--- src/hdl/base32_style_byte_encoder_unit_macros.svh ---
// Assertion macros for the base32-style byte encoder.
// Included by the top level; no other dependencies.
`ifndef BASE32_STYLE_BYTE_ENCODER_UNIT_MACROS_SVH
`define BASE32_STYLE_BYTE_ENCODER_UNIT_MACROS_SVH

`ifndef SYNTHESIS
`define B32ENC_ASSERT_SAME(lbl, clk, rst_n, ante, cons) \
    lbl: assert property (@(posedge clk) disable iff (!rst_n) (ante) |-> (cons)) \
        else $error("b32enc assertion failed");
`define B32ENC_ASSERT_NEXT(lbl, clk, ante, cons) \
    lbl: assert property (@(posedge clk) (ante) |=> (cons)) \
        else $error("b32enc assertion failed");
`else
`define B32ENC_ASSERT_SAME(lbl, clk, rst_n, ante, cons)
`define B32ENC_ASSERT_NEXT(lbl, clk, ante, cons)
`endif

`endif

--- src/hdl/b32enc_pkg.sv ---
// Shared types and constants of the base32-style byte encoder.
// No dependencies.
`default_nettype none

package b32enc_pkg;

    localparam int CHAR_W  = 7;
    localparam int CHUNK_W = 5;
    localparam int MAX_RES = 3;

    localparam logic FUNC_DATA = 1'b0;
    localparam logic FUNC_END  = 1'b1;

    localparam logic [0:0] REG_RAW_OUTPUT  = 1'd0;
    localparam logic [0:0] REG_LINE_LENGTH = 1'd1;

    localparam logic [7:0]         LINE_LENGTH_RESET = 8'd72;
    localparam logic [7:0]         COUNT_MAX         = 8'd255;
    localparam logic [CHAR_W-1:0]  NEWLINE_CODE      = 7'd10;
    localparam logic [CHAR_W-1:0]  CHAR_A            = 7'd65;
    localparam logic [CHAR_W-1:0]  CHAR_0            = 7'd48;
    localparam logic [CHUNK_W-1:0] ALPHA_LEN         = 5'd26;

    typedef struct packed {
        logic [1:0]                      n;
        logic [MAX_RES-1:0][CHAR_W-1:0]  chars;
    } entry_t;

endpackage

`default_nettype wire

--- src/hdl/base32_style_byte_encoder_unit.sv ---
// Base32-style byte encoder: bytes in, one 7-bit character per output beat,
// with newlines every line_length characters (alphabet mode) and a flush on
// an end beat (s_tuser high). The front accepts one input beat per cycle
// while the result queue (QUEUE_DEPTH entries) has room; the output stage
// sends one character per cycle while m_tready allows; an item yields 1 to
// 3 results for a data byte and 0 to 2 for an end beat, newlines included.
// Results of one item end with m_tlast.
// Depends on b32enc_pkg, b32enc_front, b32enc_queue, b32enc_back and the
// assertion macro header.
`default_nettype none

`include "base32_style_byte_encoder_unit_macros.svh"

module base32_style_byte_encoder_unit #(
    parameter int QUEUE_DEPTH = 4
) (
    input  wire logic       aclk,
    input  wire logic       aresetn,
    input  wire logic       cfg_wr_en,
    input  wire logic [0:0] cfg_addr,
    input  wire logic [7:0] cfg_wr_data,
    input  wire logic       s_tvalid,
    output logic            s_tready,
    input  wire logic [7:0] s_tdata,   // [7:0] data_byte
    input  wire logic       s_tuser,   // [0] func
    output logic            m_tvalid,
    input  wire logic       m_tready,
    output logic [7:0]      m_tdata,   // [6:0] out_char, [7] zero
    output logic            m_tlast
);

    b32enc_pkg::entry_t wr_entry, rd_entry;
    logic q_push, q_pop, q_full, q_empty;

    b32enc_front u_front (
        .aclk        (aclk),
        .aresetn     (aresetn),
        .cfg_wr_en   (cfg_wr_en),
        .cfg_addr    (cfg_addr),
        .cfg_wr_data (cfg_wr_data),
        .s_tvalid    (s_tvalid),
        .s_tready    (s_tready),
        .s_tdata     (s_tdata),
        .s_tuser     (s_tuser),
        .q_push      (q_push),
        .q_entry     (wr_entry),
        .q_full      (q_full)
    );

    b32enc_queue #(
        .DEPTH (QUEUE_DEPTH)
    ) u_queue (
        .aclk     (aclk),
        .aresetn  (aresetn),
        .wr_en    (q_push),
        .wr_entry (wr_entry),
        .full     (q_full),
        .rd_en    (q_pop),
        .rd_entry (rd_entry),
        .empty    (q_empty)
    );

    b32enc_back u_back (
        .aclk     (aclk),
        .aresetn  (aresetn),
        .q_entry  (rd_entry),
        .q_empty  (q_empty),
        .q_pop    (q_pop),
        .m_tvalid (m_tvalid),
        .m_tready (m_tready),
        .m_tdata  (m_tdata),
        .m_tlast  (m_tlast)
    );

    `B32ENC_ASSERT_SAME(a_push_not_full, aclk, aresetn, q_push, !q_full)
    `B32ENC_ASSERT_SAME(a_pop_not_empty, aclk, aresetn, q_pop, !q_empty)
    `B32ENC_ASSERT_SAME(a_entry_nonempty, aclk, aresetn, q_push, wr_entry.n != 2'd0)
    `B32ENC_ASSERT_NEXT(a_reset_clears_out, aclk, !aresetn, !m_tvalid)

endmodule

`default_nettype wire

--- src/hdl/b32enc_queue.sv ---
// Small result queue between the encoder front and the output back end.
// Depends on b32enc_pkg.
`default_nettype none

module b32enc_queue #(
    parameter int DEPTH = 4
) (
    input  wire logic             aclk,
    input  wire logic             aresetn,
    input  wire logic             wr_en,
    input  wire b32enc_pkg::entry_t wr_entry,
    output logic                  full,
    input  wire logic             rd_en,
    output b32enc_pkg::entry_t    rd_entry,
    output logic                  empty
);

    localparam int PTR_W = (DEPTH > 1) ? $clog2(DEPTH) : 1;
    localparam int CNT_W = $clog2(DEPTH + 1);

    b32enc_pkg::entry_t slots [DEPTH];
    logic [PTR_W-1:0] wr_ptr_reg, wr_ptr_next;
    logic [PTR_W-1:0] rd_ptr_reg, rd_ptr_next;
    logic [CNT_W-1:0] count_reg, count_next;

    assign full     = (count_reg == CNT_W'(DEPTH));
    assign empty    = (count_reg == '0);
    assign rd_entry = slots[rd_ptr_reg];

    always_comb begin
        wr_ptr_next = wr_ptr_reg;
        rd_ptr_next = rd_ptr_reg;
        count_next  = count_reg;
        if (wr_en) begin
            wr_ptr_next = (wr_ptr_reg == PTR_W'(DEPTH - 1)) ? '0 : PTR_W'(wr_ptr_reg + 1'b1);
        end
        if (rd_en) begin
            rd_ptr_next = (rd_ptr_reg == PTR_W'(DEPTH - 1)) ? '0 : PTR_W'(rd_ptr_reg + 1'b1);
        end
        if (wr_en && !rd_en) begin
            count_next = CNT_W'(count_reg + 1'b1);
        end else if (!wr_en && rd_en) begin
            count_next = CNT_W'(count_reg - 1'b1);
        end
    end

    always_ff @(posedge aclk) begin
        if (!aresetn) begin
            wr_ptr_reg <= '0;
            rd_ptr_reg <= '0;
            count_reg  <= '0;
        end else begin
            wr_ptr_reg <= wr_ptr_next;
            rd_ptr_reg <= rd_ptr_next;
            count_reg  <= count_next;
        end
    end

    always_ff @(posedge aclk) begin
        if (wr_en) begin
            slots[wr_ptr_reg] <= wr_entry;
        end
    end

endmodule

`default_nettype wire

--- src/hdl/b32enc_front.sv ---
// Encoder front: configuration registers, input beat intake, chunking,
// alphabet mapping and line counting; emits one queue entry per item that yields results.
// Depends on b32enc_pkg.
`default_nettype none

module b32enc_front (
    input  wire logic             aclk,
    input  wire logic             aresetn,
    input  wire logic             cfg_wr_en,
    input  wire logic [0:0]       cfg_addr,
    input  wire logic [7:0]       cfg_wr_data,
    input  wire logic             s_tvalid,
    output logic                  s_tready,
    input  wire logic [7:0]       s_tdata,
    input  wire logic             s_tuser,
    output logic                  q_push,
    output b32enc_pkg::entry_t    q_entry,
    input  wire logic             q_full
);

    localparam int CW = b32enc_pkg::CHAR_W;

    logic       raw_reg;
    logic [7:0] line_len_reg;
    logic [3:0] lb_reg, lb_next;
    logic [2:0] lcnt_reg, lcnt_next;
    logic [7:0] line_cnt_reg, line_cnt_next;

    logic        accept;
    logic [2:0]  m_c;
    logic [11:0] x;
    logic [3:0]  mm, sh0, sh1;
    logic        two;
    logic [4:0]  c0, c1, ce, cf;
    logic [2:0]  m_new;
    logic [3:0]  lb_new;
    logic        has_end_chunk, send_a;
    logic [7:0]  lc1, lc_a, lc2, lc_b, lc_a_eff;
    logic        nl_a, nl_b;

    function automatic logic [7:0] sat_inc(input logic [7:0] v);
        return (v == b32enc_pkg::COUNT_MAX) ? v : 8'(v + 1'b1);
    endfunction

    function automatic logic [CW-1:0] to_char(input logic raw, input logic [4:0] v);
        if (raw) begin
            return CW'(v);
        end else if (v < b32enc_pkg::ALPHA_LEN) begin
            return CW'(CW'(v) + b32enc_pkg::CHAR_A);
        end else begin
            return CW'(CW'(5'(v - b32enc_pkg::ALPHA_LEN)) + b32enc_pkg::CHAR_0);
        end
    endfunction

    assign s_tready = !q_full;
    assign accept   = s_tvalid && s_tready;

    always_comb begin
        m_c    = (lcnt_reg > 3'd4) ? 3'd4 : lcnt_reg;
        x      = {lb_reg, s_tdata};
        mm     = 4'({1'b0, m_c} + 4'd8);
        sh0    = 4'(mm - 4'd5);
        sh1    = 4'(mm - 4'd10);
        two    = (mm >= 4'd10);
        c0     = 5'(x >> sh0);
        c1     = 5'(x >> sh1);
        m_new  = two ? 3'(sh1) : 3'(sh0);
        lb_new = x[3:0] & 4'((5'd1 << m_new) - 5'd1);
        ce     = 5'({5'b0, lb_reg} << (3'd5 - m_c));

        has_end_chunk = (m_c != 3'd0);
        send_a        = (s_tuser == b32enc_pkg::FUNC_DATA) || has_end_chunk;
        cf            = (s_tuser == b32enc_pkg::FUNC_DATA) ? c0 : ce;

        lc1      = sat_inc(line_cnt_reg);
        nl_a     = !raw_reg && (lc1 >= line_len_reg);
        lc_a     = nl_a ? 8'd0 : lc1;
        lc_a_eff = send_a ? lc_a : line_cnt_reg;
        lc2      = sat_inc(lc_a);
        nl_b     = !raw_reg && (lc2 >= line_len_reg) && !nl_a;
        lc_b     = nl_b ? 8'd0 : lc2;

        q_entry = '0;
        if (s_tuser == b32enc_pkg::FUNC_DATA) begin
            q_entry.chars[0] = to_char(raw_reg, cf);
            if (nl_a) begin
                q_entry.chars[1] = b32enc_pkg::NEWLINE_CODE;
                q_entry.chars[2] = to_char(raw_reg, c1);
                q_entry.n        = two ? 2'd3 : 2'd2;
            end else begin
                q_entry.chars[1] = to_char(raw_reg, c1);
                q_entry.chars[2] = b32enc_pkg::NEWLINE_CODE;
                q_entry.n        = 2'(2'd1 + {1'b0, two} + {1'b0, two && nl_b});
            end
        end else if (has_end_chunk) begin
            q_entry.chars[0] = to_char(raw_reg, cf);
            q_entry.chars[1] = b32enc_pkg::NEWLINE_CODE;
            q_entry.n        = (nl_a || (lc_a_eff != 8'd0)) ? 2'd2 : 2'd1;
        end else begin
            q_entry.chars[0] = b32enc_pkg::NEWLINE_CODE;
            q_entry.n        = (line_cnt_reg != 8'd0) ? 2'd1 : 2'd0;
        end

        q_push = accept && (q_entry.n != 2'd0);

        lb_next       = lb_reg;
        lcnt_next     = lcnt_reg;
        line_cnt_next = line_cnt_reg;
        if (accept) begin
            if (s_tuser == b32enc_pkg::FUNC_DATA) begin
                lb_next       = lb_new;
                lcnt_next     = m_new;
                line_cnt_next = two ? lc_b : lc_a;
            end else begin
                lb_next       = '0;
                lcnt_next     = '0;
                line_cnt_next = '0;
            end
        end
    end

    always_ff @(posedge aclk) begin
        if (!aresetn) begin
            raw_reg      <= 1'b0;
            line_len_reg <= b32enc_pkg::LINE_LENGTH_RESET;
            lb_reg       <= '0;
            lcnt_reg     <= '0;
            line_cnt_reg <= '0;
        end else begin
            lb_reg       <= lb_next;
            lcnt_reg     <= lcnt_next;
            line_cnt_reg <= line_cnt_next;
            if (cfg_wr_en) begin
                unique case (cfg_addr)
                    b32enc_pkg::REG_RAW_OUTPUT:  raw_reg      <= cfg_wr_data[0];
                    b32enc_pkg::REG_LINE_LENGTH: line_len_reg <= cfg_wr_data;
                endcase
            end
        end
    end

endmodule

`default_nettype wire

--- src/hdl/b32enc_back.sv ---
// Encoder back end: drains queue entries one character per beat into the
// registered output stage. Depends on b32enc_pkg.
`default_nettype none

module b32enc_back (
    input  wire logic             aclk,
    input  wire logic             aresetn,
    input  wire b32enc_pkg::entry_t q_entry,
    input  wire logic             q_empty,
    output logic                  q_pop,
    output logic                  m_tvalid,
    input  wire logic             m_tready,
    output logic [7:0]            m_tdata,
    output logic                  m_tlast
);

    localparam int CW = b32enc_pkg::CHAR_W;

    b32enc_pkg::entry_t cur_reg;
    logic               cur_valid_reg;
    logic [1:0]         idx_reg;
    logic               m_valid_reg;
    logic [CW-1:0]      m_data_reg;
    logic               m_last_reg;

    logic out_free, emit, at_end, cur_done;

    assign out_free = !m_valid_reg || m_tready;
    assign emit     = out_free && cur_valid_reg;
    assign at_end   = (idx_reg == 2'(cur_reg.n - 2'd1));
    assign cur_done = emit && at_end;
    assign q_pop    = !q_empty && (!cur_valid_reg || cur_done);

    assign m_tvalid = m_valid_reg;
    assign m_tdata  = {1'b0, m_data_reg};
    assign m_tlast  = m_last_reg;

    always_ff @(posedge aclk) begin
        if (!aresetn) begin
            cur_valid_reg <= 1'b0;
            idx_reg       <= '0;
            m_valid_reg   <= 1'b0;
        end else begin
            if (q_pop) begin
                cur_valid_reg <= 1'b1;
                idx_reg       <= '0;
            end else if (cur_done) begin
                cur_valid_reg <= 1'b0;
            end else if (emit) begin
                idx_reg <= 2'(idx_reg + 1'b1);
            end
            if (emit) begin
                m_valid_reg <= 1'b1;
            end else if (m_tready) begin
                m_valid_reg <= 1'b0;
            end
        end
    end

    always_ff @(posedge aclk) begin
        if (q_pop) begin
            cur_reg <= q_entry;
        end
        if (emit) begin
            m_data_reg <= cur_reg.chars[idx_reg];
            m_last_reg <= at_end;
        end
    end

endmodule

`default_nettype wire
--- config.mk ---
export PLATFORM = sky130hd
export DESIGN_NAME = base32_style_byte_encoder_unit
export DESIGN_NICKNAME = d
export VERILOG_FILES = /design/src/hdl/b32enc_pkg.sv /design/src/hdl/base32_style_byte_encoder_unit.sv /design/src/hdl/b32enc_queue.sv /design/src/hdl/b32enc_front.sv /design/src/hdl/b32enc_back.sv
export VERILOG_INCLUDE_DIRS = /design/src /design/src/hdl
export SDC_FILE = /design/constraint.sdc
export NUM_CORES = 1
export LEC_CHECK = 0
export ABC_AREA = 0
export BUFFER_PORTS_ARGS = -buffer_cell sky130_fd_sc_hd__buf_2
export CORE_ASPECT_RATIO = 1.1
export CORE_MARGIN = 10
export CORE_UTILIZATION = 50
export CTS_CLUSTER_SIZE = 12
export DETAILED_ROUTE_END_ITERATION = 12
export PLACE_DENSITY_LB_ADDON = 0.3
export SLEW_MARGIN = 10
export SYNTH_ARGS = -nofsm -noshare
export SYNTH_HDL_FRONTEND = slang
export SYNTH_SLANG_ARGS = --single-unit
--- constraint.sdc ---
create_clock -name aclk -period 12.15 [get_ports aclk]
set_input_delay 1.8225 -clock aclk [delete_from_list [all_inputs] [get_ports aclk]]
set_output_delay 1.8225 -clock aclk [all_outputs]
set_load 0.005 [all_outputs]
==> results of run 1 <==
==> metrics by stage <==
step	total power [mW]	setup WS, ns	hold WS, ns	cell area, um^2	utilization
final	1.79	4.82	0.473	9750	0.567
after global placement	1.22	5.18	0.456	9130	0.531
after CTS	1.80	4.96	0.473	9750	0.567
after global routing	1.88	4.17	0.492	9750	0.567
after detailed placement	1.24	5.04	0.464	9130	0.531
after floorplan	1.11	5.77	0.443	8840	-
==> worst min path at each step <==
stage | end | slack, ns | cells past startpoint
floorplan | u_front.line_len_reg[5] | 0.44 | 2
global placement | u_front.line_len_reg[7] | 0.46 | 2
detailed placement | u_front.line_len_reg[1] | 0.46 | 2
CTS | u_front.line_len_reg[1] | 0.47 | 2
global route | u_front.line_len_reg[1] | 0.49 | 2
finish | u_front.line_len_reg[1] | 0.47 | 2
==> power groups by stage <==
| stage | clock, mW | combinational [mW] | sequential, mW |
|---|---|---|---|
| after floorplan | 0 | 0.357 | 0.755 |
| after global placement | 0 | 0.447 | 0.772 |
| after detailed placement | 0 | 0.464 | 0.778 |
| after CTS | 0.566 | 0.469 | 0.768 |
| after global routing | 0.591 | 0.515 | 0.776 |
| final | 0.558 | 0.464 | 0.767 |
==> cells by family after synthesis <==
kind of cell,count (synthesis)
AO/OA/AOI/OAI,163
XOR/XNOR,13
adder cells (fa/ha/maj),36
buffers and inverters,86
flip-flops,158
multiplexers,68
other,1
AND/OR/NAND/NOR,236
==> cell type report <==
class,instances,area [um^2],area share
clock buffers,20,437,0.0448
clock inverters,12,184,0.0189
inverters,34,130,0.0133
multi-input cells,517,4090,0.420
flip-flops and latches,158,4390,0.451
well taps,234,293,0.0300
repair buffers,40,220,0.0226
==> worst register-to-register path: stages (launching register included) <==
cell and delay, ns:
dfxtp_1 0.54, ha_1 0.32, nand2_1 0.19, nor3_1 0.48
xnor2_1 0.25, ha_1 0.29, nand2b_1 0.14, a2111oi_0 0.55
o32ai_2 0.17, buf_4 0.23, nand2b_1 0.20, inv_1 0.10
ha_1 0.30, o31ai_1 0.18, nor4_1 0.62, nand2_1 0.29
xnor2_1 0.20, ha_1 0.28, nand2b_1 0.14, a2111oi_0 0.42
o32a_1 0.36, or2_1 0.17, or3b_2 0.44, mux2_1 0.30
o311ai_1 0.08
==> placed cells by master (no fill, tap or decap), types with 10 or more instances in the layout <==
master / netlist / layout
ha_1: 35 / 35
edfxtp_1: 123 / 123
nor2_1: 46 / 46
and2_1: 12 / 12
nor3_1: 16 / 16
a21boi_0: 10 / 10
o21ai_1: 12 / 12
dfxtp_1: 35 / 35
nand3_1: 13 / 13
a211oi_1: 10 / 10
mux4_2: 34 / 34
or3_1: 11 / 11
nand2_1: 61 / 61
inv_1: 30 / 30
nor2b_1: 17 / 17
o21ai_0: 24 / 24
mux2i_1: 29 / 29
clkbuf_16: 0 / 17
nand2b_1: 14 / 14
buf_2: 9 / 32
a21oi_1: 25 / 25
==> routing by layer <==
metal	wire length [um]	vias up
li1	-	2901
met1	8810	3034
met2	10400	179
met3	928	23
met4	304	0
met5	0	-
==> impl_metrics.env, run 1 <==
export IMPL_status="completed"
export IMPL_seq_area_frac_synth=0.497
export IMPL_nets=827
export IMPL_switchingPower_mw=0.529
export IMPL_worst_path_dominant_cell_family="simple AND/OR/NAND/NOR gates"
export IMPL_port_buffer_count=32
export IMPL_cp_end_kind="flip-flop"
export IMPL_powerDensity_nw_per_um2=183
export IMPL_post_drt_wl_per_cell_um=20.2
export IMPL_nFillCells=1420
export IMPL_reg2reg_from="u_front.line_cnt_reg[0]"
export IMPL_track_usage=0.175
export IMPL_leakage_nw=3.50
export IMPL_setup_viol_count_final=0
export IMPL_synthTopCellsByCount="edfxtp_1 (123), nand2_1 (61), nor2_1 (46)"
export IMPL_grt_overflow_total=0
export IMPL_synth_top_family_by_area="simple AND/OR/NAND/NOR gates"
export IMPL_synth_area_leaders="edfxtp_1 (42%), mux4_2 (8.7%), dfxtp_1 (7.9%)"
export IMPL_clk_path_buf_depth=2
export IMPL_final_hold_viol_count=0
export IMPL_switching_share=0.296
export IMPL_slowest_stage="nor4_1"
export IMPL_p_clk_frac=0.312
export IMPL_gp_congestion=0.886
export IMPL_yosysMostFrequentCell="edfxtp_1"
export IMPL_drv_slew=0
export IMPL_wl_um=20500
export IMPL_hold_path_class="flip-flop to flip-flop"
export IMPL_cp_start_kind="flip-flop"
export IMPL_timing_final_crit_share=0.603
export IMPL_path_class="flip-flop to flip-flop"
export IMPL_cts_sinks=158
export IMPL_use_met3=0.0383
export IMPL_grt_max_degree=38
export IMPL_drive_gt1_frac=0.152
export IMPL_drt_drc_violations_left=0
export IMPL_maxCapViolations=0
export IMPL_dp_hpwl_um=14000
export IMPL_muxShareOfSynthArea=0.127
export IMPL_vias_per_cell=6.05
export IMPL_pwr_share_comb=0.259
export IMPL_cp_depth=24
export IMPL_critPathMaxStageDelay_ns=0.62
export IMPL_min_delay_start="u_front.line_len_reg[1]"
export IMPL_fmaxAchievable_mhz=136
export IMPL_post_cts_setup_buffer_count=0
export IMPL_endpoint="u_front.line_cnt_reg[7]"
export IMPL_worstMarginPinSlew_ns=1.01
export IMPL_cts_root_buf="clkbuf_16"
export IMPL_cts_buffers=17
export IMPL_largest_reg_flops=92
export IMPL_drtIter0Drc=545
export IMPL_layout_cells_non_filler=1015
export IMPL_yosys_warnings=0
export IMPL_num_antenna_cells=0
export IMPL_clk_latency_ns=0.42
export IMPL_htreeDepth=4
export IMPL_r2r_setup_slack_ns=4.82
export IMPL_synthDistinctLibCells=82
export IMPL_crit_buf_inv=2
export IMPL_synth_fa_ha_area_frac=0.0518
export IMPL_rows=50
export IMPL_initial_core_util=0.514
export IMPL_fin_setup_tns_ns=0
export IMPL_internal_power_mw=1.26
export IMPL_synth_nets=820
export IMPL_r2r_end="u_front.line_cnt_reg[7]"
export IMPL_path_max_fanout=25
export IMPL_slew_headroom=0.325
export IMPL_antenna_found_initial=0
export IMPL_synth_ff_type="edfxtp_1"
export IMPL_hold_buffers=0
export IMPL_ir_drop_mv=0.103
export IMPL_vias=6137
export IMPL_fp_dieArea_um2=23400
export IMPL_die_w_um=147
export IMPL_required_ns=12.47
export IMPL_dr_pass1_iters=5
export IMPL_yosysTopAreaCellShare=0.418
export IMPL_synth_area_leader_cell="edfxtp_1"
export IMPL_synthXorXnorAreaFrac=0.0129
export IMPL_core_area_um2=17200
export IMPL_synth_edf_count=123
export IMPL_fin_crit_ns=7.33
export IMPL_cts_repair_resize_count=0
export IMPL_synthToLayoutAreaGrowth_pct=10.2
export IMPL_crit_top_cell="ha_1"
export IMPL_grt_pass1_vias=6172
export IMPL_synth_area_um2=8840
export IMPL_clk_pin_slew_ns=0.07
export IMPL_arrival_ns=7.65
export IMPL_synth_compound_area_frac=0.129
export IMPL_rsz0062_at_grt="no"
export IMPL_io_pins=34
export IMPL_netlist_instances=761
export IMPL_die_y_um=159
export IMPL_seq_power_share=0.429
export IMPL_synth_simple_gate_area_frac=0.140
export IMPL_grt_pass1_wl_um=33200
export IMPL_skew_ns=0.0121
export IMPL_r2r_cells=24
export IMPL_synth_seq_cells=158
export IMPL_synth_area_per_cell_um2=11.6
export IMPL_use_met1=0.218
export IMPL_top_usage_layer="met2"
export IMPL_place_inst=983
export IMPL_critPathLaunch="u_front.line_cnt_reg[0]"
export IMPL_cts_tree="done"
export IMPL_synth_async_reset_ratio=0
export IMPL_met2_usage=0.294
export IMPL_final_antenna_net_count=0
export IMPL_worstPathCellList="ha_1 > nand2_1 > nor3_1 > xnor2_1 > ha_1 > nand2b_1 > a2111oi_0 > o32ai_2 > buf_4 > nand2b_1 > inv_1 > ha_1 > o31ai_1 > nor4_1 > nand2_1 > xnor2_1 > ha_1 > nand2b_1 > a2111oi_0 > o32a_1 > or2_1 > or3b_2 > mux2_1 > o311ai_1"
Power figures use the tool's default switching activity.
==> run 2: changes to the inputs <==
==> constraint.sdc (replaced) <==
create_clock -name aclk -period 6.4 [get_ports aclk]
set_input_delay 0.96 -clock aclk [delete_from_list [all_inputs] [get_ports aclk]]
set_output_delay 0.96 -clock aclk [all_outputs]
set_load 0.005 [all_outputs]
==> impl_metrics.env, run 2 (synthesized netlist as in run 1, its figures left out) <==
export IMPL_critPathLaunch="u_front.line_cnt_reg[0]"
export IMPL_port_buffer_count=32
export IMPL_drt_drc_violations_left=0
export IMPL_routed_top_layer="met4"
export IMPL_dr_pass1_iters=5
export IMPL_required_ns=6.73
export IMPL_drtIter0Drc=468
export IMPL_largest_reg_flops=92
export IMPL_hold_buffers=0
export IMPL_wl_met1_um=8670
export IMPL_gp_congestion=0.931
export IMPL_cp_start_kind="flip-flop"
export IMPL_die_w_um=147
export IMPL_r2r_setup_slack_ns=0.21
export IMPL_clk_path_buf_depth=2
export IMPL_powerDensity_nw_per_um2=337
export IMPL_rows=50
export IMPL_path_class="flip-flop to flip-flop"
export IMPL_slew_headroom=0.443
export IMPL_path_max_fanout=8
export IMPL_final_antenna_net_count=0
export IMPL_fin_crit_ns=6.19
export IMPL_cts_tree="done"
export IMPL_total_power_mw=3.34
export IMPL_vias_per_cell=6.08
export IMPL_cts_buffers=17
export IMPL_grt_max_degree=38
export IMPL_clk_latency_ns=0.42
export IMPL_antenna_found_initial=0
export IMPL_reg2reg_from="u_front.line_cnt_reg[0]"
export IMPL_track_usage=0.172
export IMPL_worstMarginPinSlew_ns=0.835
export IMPL_fin_area_um2=9890
export IMPL_switchingPower_mw=1.01
export IMPL_setup_viol_count_final=0
export IMPL_dp_hpwl_um=14100
export IMPL_final_hold_viol_count=0
export IMPL_grt_pass1_vias=6362
export IMPL_vias=6284
export IMPL_r2r_end="u_front.line_cnt_reg[7]"
export IMPL_htreeDepth=4
export IMPL_arrival_ns=6.52
export IMPL_final_common_cell="edfxtp_1"
export IMPL_hold_path_class="flip-flop to flip-flop"
export IMPL_fmaxAchievable_mhz=162
export IMPL_ir_drop_mv=0.205
export IMPL_drive_gt1_frac=0.180
export IMPL_cp_end_kind="flip-flop"
export IMPL_dr_wl_met2_um=10100
export IMPL_seq_power_share=0.431
export IMPL_post_route_util=0.575
export IMPL_internal_power_mw=2.32
export IMPL_drv_slew=0
export IMPL_endpoint="u_front.line_cnt_reg[7]"
export IMPL_post_drt_wl_per_cell_um=19.5
export IMPL_r2r_cells=25
export IMPL_status="completed"
export IMPL_initial_core_util=0.514
export IMPL_grt_overflow_total=0
export IMPL_num_antenna_cells=0
export IMPL_p_clk_frac=0.300
export IMPL_switching_share=0.304
export IMPL_synthToLayoutAreaGrowth_pct=11.8
export IMPL_layout_cells_non_filler=1034
export IMPL_nets=846
export IMPL_final_cell_mix="edfxtp_1 (123), nand2_1 (60), nor2_1 (46)"
export IMPL_fp_dieArea_um2=23400
export IMPL_pwr_share_comb=0.268
export IMPL_dpl_instance_area_um2=9260
export IMPL_skew_ns=0.00751
export IMPL_die_y_um=159
export IMPL_cts_sinks=158
export IMPL_wl_um=20100
export IMPL_cts_root_buf="clkbuf_16"
export IMPL_place_inst=1000
export IMPL_timing_final_crit_share=0.967
export IMPL_core_area_um2=17200
export IMPL_io_pins=34
export IMPL_wl_met3_um=1020
export IMPL_leakage_nw=3.59
export IMPL_grt_pass1_wl_um=33100
export IMPL_clk_pin_slew_ns=0.07
export IMPL_maxCapViolations=0
run 2: layer usage:
layer / track usage / up-vias
li1: - / 2939
met1: 0.213 / 3078
met2: 0.294 / 231
met3: 0.0372 / 36
met4: 0.0510 / 0
met5: 0 / -
run 2: power groups by stage:
stage                     sequential, mW  combinational [mW]  clock [mW]
after floorplan                     1.43               0.677           0
after global placement              1.45               0.859           0
after detailed placement            1.46               0.891           0
after CTS                           1.44               0.896        1.02
after global routing                1.46               0.996        1.07
final                               1.44               0.895        1.00
run 2: what timing repair did:
action / in CTS / in global routing
setup endpoints to repair: 0 / 11
resized for setup: 0 / 7
buffers inserted: 0 / 2
run 2: worst min path at each step:
| stage | startpoint | end | slack [ns] | depth (start not counted) |
|---|---|---|---|---|
| 6_report | u_back.cur_valid_reg | u_back.m_tvalid | 0.48 | 1 |
| 5_1_grt | u_front.line_len_reg[4] | u_front.line_len_reg[4] | 0.50 | 2 |
| 4_1_cts | u_front.line_len_reg[4] | u_front.line_len_reg[4] | 0.49 | 2 |
| 3_5_place_dp | u_front.line_len_reg[7] | u_front.line_len_reg[7] | 0.47 | 2 |
| 3_3_place_gp | u_front.line_len_reg[2] | u_front.line_len_reg[2] | 0.46 | 2 |
| 2_1_floorplan | u_front.line_len_reg[5] | u_front.line_len_reg[5] | 0.44 | 2 |
run 2: worst max-delay path, cell delays in order, from the launching register on:
cell and delay [ns]:
dfxtp_1 0.33, ha_1 0.24, nand2_2 0.13, or4b_1 0.51
o21ai_1 0.14, inv_1 0.09, ha_1 0.31, o211ai_1 0.09
or3_1 0.40, o32ai_4 0.33, nand2b_1 0.21, inv_1 0.07
ha_1 0.28, o31ai_1 0.18, nor4_2 0.12, buf_4 0.18
a211oi_1 0.29, xor2_1 0.28, ha_1 0.30, a21o_1 0.18
a211oi_1 0.25, o32a_1 0.22, or2_1 0.15, or3b_2 0.45
mux2_1 0.30, o311ai_1 0.08
run 2: layout make-up:
type                            instances  area, um^2
Fill cell                            1388        7310
Sequential cell                       158        4400
Multi-Input combinational cell        517        4120
Clock buffer                           18         429
Timing Repair Buffer                   59         363
Tap cell                              234         293
Clock inverter                         14         158
Inverter                               34         130
run 2: metrics by stage:
| stage | setup TNS [ns] | hold WS [ns] | setup slack (ns) |
|---|---|---|---|
| finish | 0 | 0.484 | 0.213 |
| floorplan | 0 | 0.443 | 0.0151 |
| detailed placement | 0 | 0.472 | 0.0711 |
| CTS | 0 | 0.492 | 0.0367 |
| global route | -0.00548 | 0.501 | -0.00548 |
| global placement | 0 | 0.458 | 0.325 |
==> run 3: changes to the inputs <==
--- a/config.mk
+++ b/config.mk
@@ -6,7 +6,7 @@
 export SDC_FILE = /design/constraint.sdc
 export NUM_CORES = 1
 export LEC_CHECK = 0
-export ABC_AREA = 0
+export ABC_AREA = 1
 export BUFFER_PORTS_ARGS = -buffer_cell sky130_fd_sc_hd__buf_2
 export CORE_ASPECT_RATIO = 1.1
 export CORE_MARGIN = 10
==> impl_metrics.env, run 3 <==
export IMPL_status="completed"
export IMPL_r2r_end="u_queue.slots[2][21]"
export IMPL_cts_tree="done"
export IMPL_synth_top_family_by_area="simple AND/OR/NAND/NOR gates"
export IMPL_multi_input_area_um2=3570
export IMPL_fmaxAchievable_mhz=181
export IMPL_required_ns=6.57
export IMPL_grt_overflow_total=0
export IMPL_use_met1=0.194
export IMPL_vias=6507
export IMPL_synth_async_reset_ratio=0
export IMPL_netlist_instances=944
export IMPL_synth_fa_ha_area_frac=0.0541
export IMPL_layout_cells_non_filler=1185
export IMPL_rsz0062_at_grt="no"
export IMPL_synth_area_leaders="edfxtp_1 (44%), dfxtp_1 (8.3%), nand2_1 (7.6%)"
export IMPL_cts_repair_resize_count=0
export IMPL_dp_hpwl_um=12800
export IMPL_place_inst=1153
export IMPL_antenna_found_initial=0
export IMPL_setup_viol_count_final=0
export IMPL_yosysTopAreaCellShare=0.437
export IMPL_slew_headroom=0.322
export IMPL_synthXorXnorAreaFrac=0.0143
export IMPL_synth_area_per_cell_um2=8.96
export IMPL_final_cell_mix="nand2_1 (172), edfxtp_1 (123), nor2_1 (116)"
export IMPL_seq_area_frac_synth=0.520
export IMPL_slowest_stage="dfxtp_1"
export IMPL_final_antenna_net_count=0
export IMPL_skew_ns=0.00697
export IMPL_clk_pin_slew_ns=0.06
export IMPL_synth_ff_type="edfxtp_1"
export IMPL_fin_crit_ns=5.51
export IMPL_muxShareOfSynthArea=0
export IMPL_synth_nets=1003
export IMPL_wl_um=18100
export IMPL_synthDistinctLibCells=49
export IMPL_use_met3=0.0339
export IMPL_arrival_ns=5.68
export IMPL_cts_sinks=158
export IMPL_critPathMaxStageDelay_ns=0.42
export IMPL_ir_drop_mv=0.217
export IMPL_io_pins=34
export IMPL_grt_pass1_vias=6071
export IMPL_num_antenna_cells=0
export IMPL_yosysMostFrequentCell="nand2_1"
export IMPL_synthTopCellsByCount="nand2_1 (172), edfxtp_1 (123), nor2_1 (121)"
export IMPL_synth_simple_gate_area_frac=0.205
export IMPL_hold_path_class="flip-flop to flip-flop"
export IMPL_yosys_warnings=0
export IMPL_track_usage=0.163
export IMPL_min_delay_start="u_back.cur_valid_reg"
export IMPL_grt_pass1_wl_um=29400
export IMPL_rows=49
export IMPL_largest_reg_flops=92
export IMPL_reg2reg_from="u_front.line_cnt_reg[1]"
export IMPL_hold_buffers=0
export IMPL_post_drt_wl_per_cell_um=15.2
export IMPL_cts_buffers=17
export IMPL_die_w_um=144
export IMPL_htreeDepth=4
export IMPL_port_buffer_count=32
export IMPL_drtIter0Drc=384
export IMPL_cp_end_kind="flip-flop"
export IMPL_die_y_um=156
export IMPL_hold_depth=2
export IMPL_synth_area_um2=8460
export IMPL_post_cts_setup_buffer_count=0
export IMPL_timing_final_crit_share=0.862
export IMPL_drv_slew=0
export IMPL_maxCapViolations=0
export IMPL_synthToLayoutAreaGrowth_pct=10.4
export IMPL_powerDensity_nw_per_um2=365
export IMPL_top_usage_layer="met2"
export IMPL_leakage_nw=3.73
export IMPL_cts_root_buf="clkbuf_16"
export IMPL_drt_drc_violations_left=0
export IMPL_synth_seq_cells=158
export IMPL_fin_setup_tns_ns=0
export IMPL_final_common_cell="nand2_1"
export IMPL_synth_compound_area_frac=0.146
export IMPL_drive_gt1_frac=0.142
export IMPL_dr_pass1_iters=5
export IMPL_gp_congestion=0.952
export IMPL_synth_area_leader_cell="edfxtp_1"
export IMPL_grt_max_degree=50
export IMPL_cp_start_kind="flip-flop"
export IMPL_clk_latency_ns=0.42
export IMPL_r2r_setup_slack_ns=0.89
export IMPL_path_class="flip-flop to flip-flop"
export IMPL_fp_dieArea_um2=22500
export IMPL_nets=1027
export IMPL_initial_core_util=0.513
export IMPL_vias_per_cell=5.49
export IMPL_seqCellArea_um2=4390
export IMPL_core_area_um2=16500
export IMPL_nFillCells=1432
export IMPL_clk_path_buf_depth=2
export IMPL_path_max_fanout=14
export IMPL_crit_top_cell="nand2_1"
export IMPL_hold_path_end="u_back.m_tvalid"
export IMPL_r2r_cells=34
export IMPL_final_hold_viol_count=0
export IMPL_met2_usage=0.282
export IMPL_synth_edf_count=123
export IMPL_worstMarginPinSlew_ns=1.02
run 3: layer usage:
layer | part of all wire | vias up | wire length (um)
li1 | - | 3280 | -
met1 | 0.44 | 3014 | 7890
met2 | 0.50 | 178 | 9050
met3 | 0.043 | 35 | 785
met4 | 0.019 | 0 | 335
met5 | 0 | - | 0
run 3: through the flow:
step	setup slack, ns	area [um^2]	hold slack [ns]	utilization	power (mW)
after global placement	1.12	8780	0.457	0.532	2.47
after floorplan	1.79	8460	0.447	-	2.21
final	0.886	9340	0.474	0.566	3.41
after CTS	0.972	9340	0.476	0.566	3.43
after detailed placement	1.00	8780	0.470	0.532	2.49
after global routing	0.357	9340	0.502	0.566	3.63
run 3: final cells by class:
type / count / share of cell area
sequential: 158 / 0.470
clock inverter: 10 / 0.00817
inverter: 91 / 0.0366
clock buffer: 22 / 0.0521
timing repair buffer: 40 / 0.0236
tap: 204 / 0.0273
multi-input combinational: 660 / 0.382
run 3: critical path, delay by kind of cell, from the launching register on:
family | cells | cell delay [ns]
flops | 1 | 0.42
simple gates | 22 | 2.81
compound gates | 5 | 0.61
buf+inv | 3 | 0.31
fa+ha+maj | 4 | 1.11
run 3: kinds of logic after synthesis:
logic type               count (synthesis)
AND/OR/NAND/NOR                        391
other                                    1
buffers and inverters                  126
adder cells (fa/ha/maj)                 36
flip-flops                             158
AO/OA/AOI/OAI                          219
XOR/XNOR                                13
run 3: how the worst max path moves through the flow:
stage | startpoint | endpoint | slack [ns] | depth (start not counted)
2_1_floorplan | u_front.line_cnt_reg[1] | u_queue.slots[0][21] | 1.79 | 35
3_3_place_gp | u_front.line_cnt_reg[1] | u_queue.slots[3][21] | 1.12 | 34
3_5_place_dp | u_front.line_cnt_reg[1] | u_queue.slots[1][21] | 1.00 | 34
4_1_cts | u_front.line_cnt_reg[1] | u_queue.slots[1][21] | 0.97 | 34
5_1_grt | u_front.line_cnt_reg[1] | u_queue.slots[2][21] | 0.36 | 34
6_report | u_front.line_cnt_reg[1] | u_queue.slots[2][21] | 0.89 | 34
run 3: where the power goes:
group          switching [mW]  internal [mW]
Combinational           0.694          0.301
Clock                   0.399          0.547
Sequential             0.0653           1.41
Total                    1.16           2.25
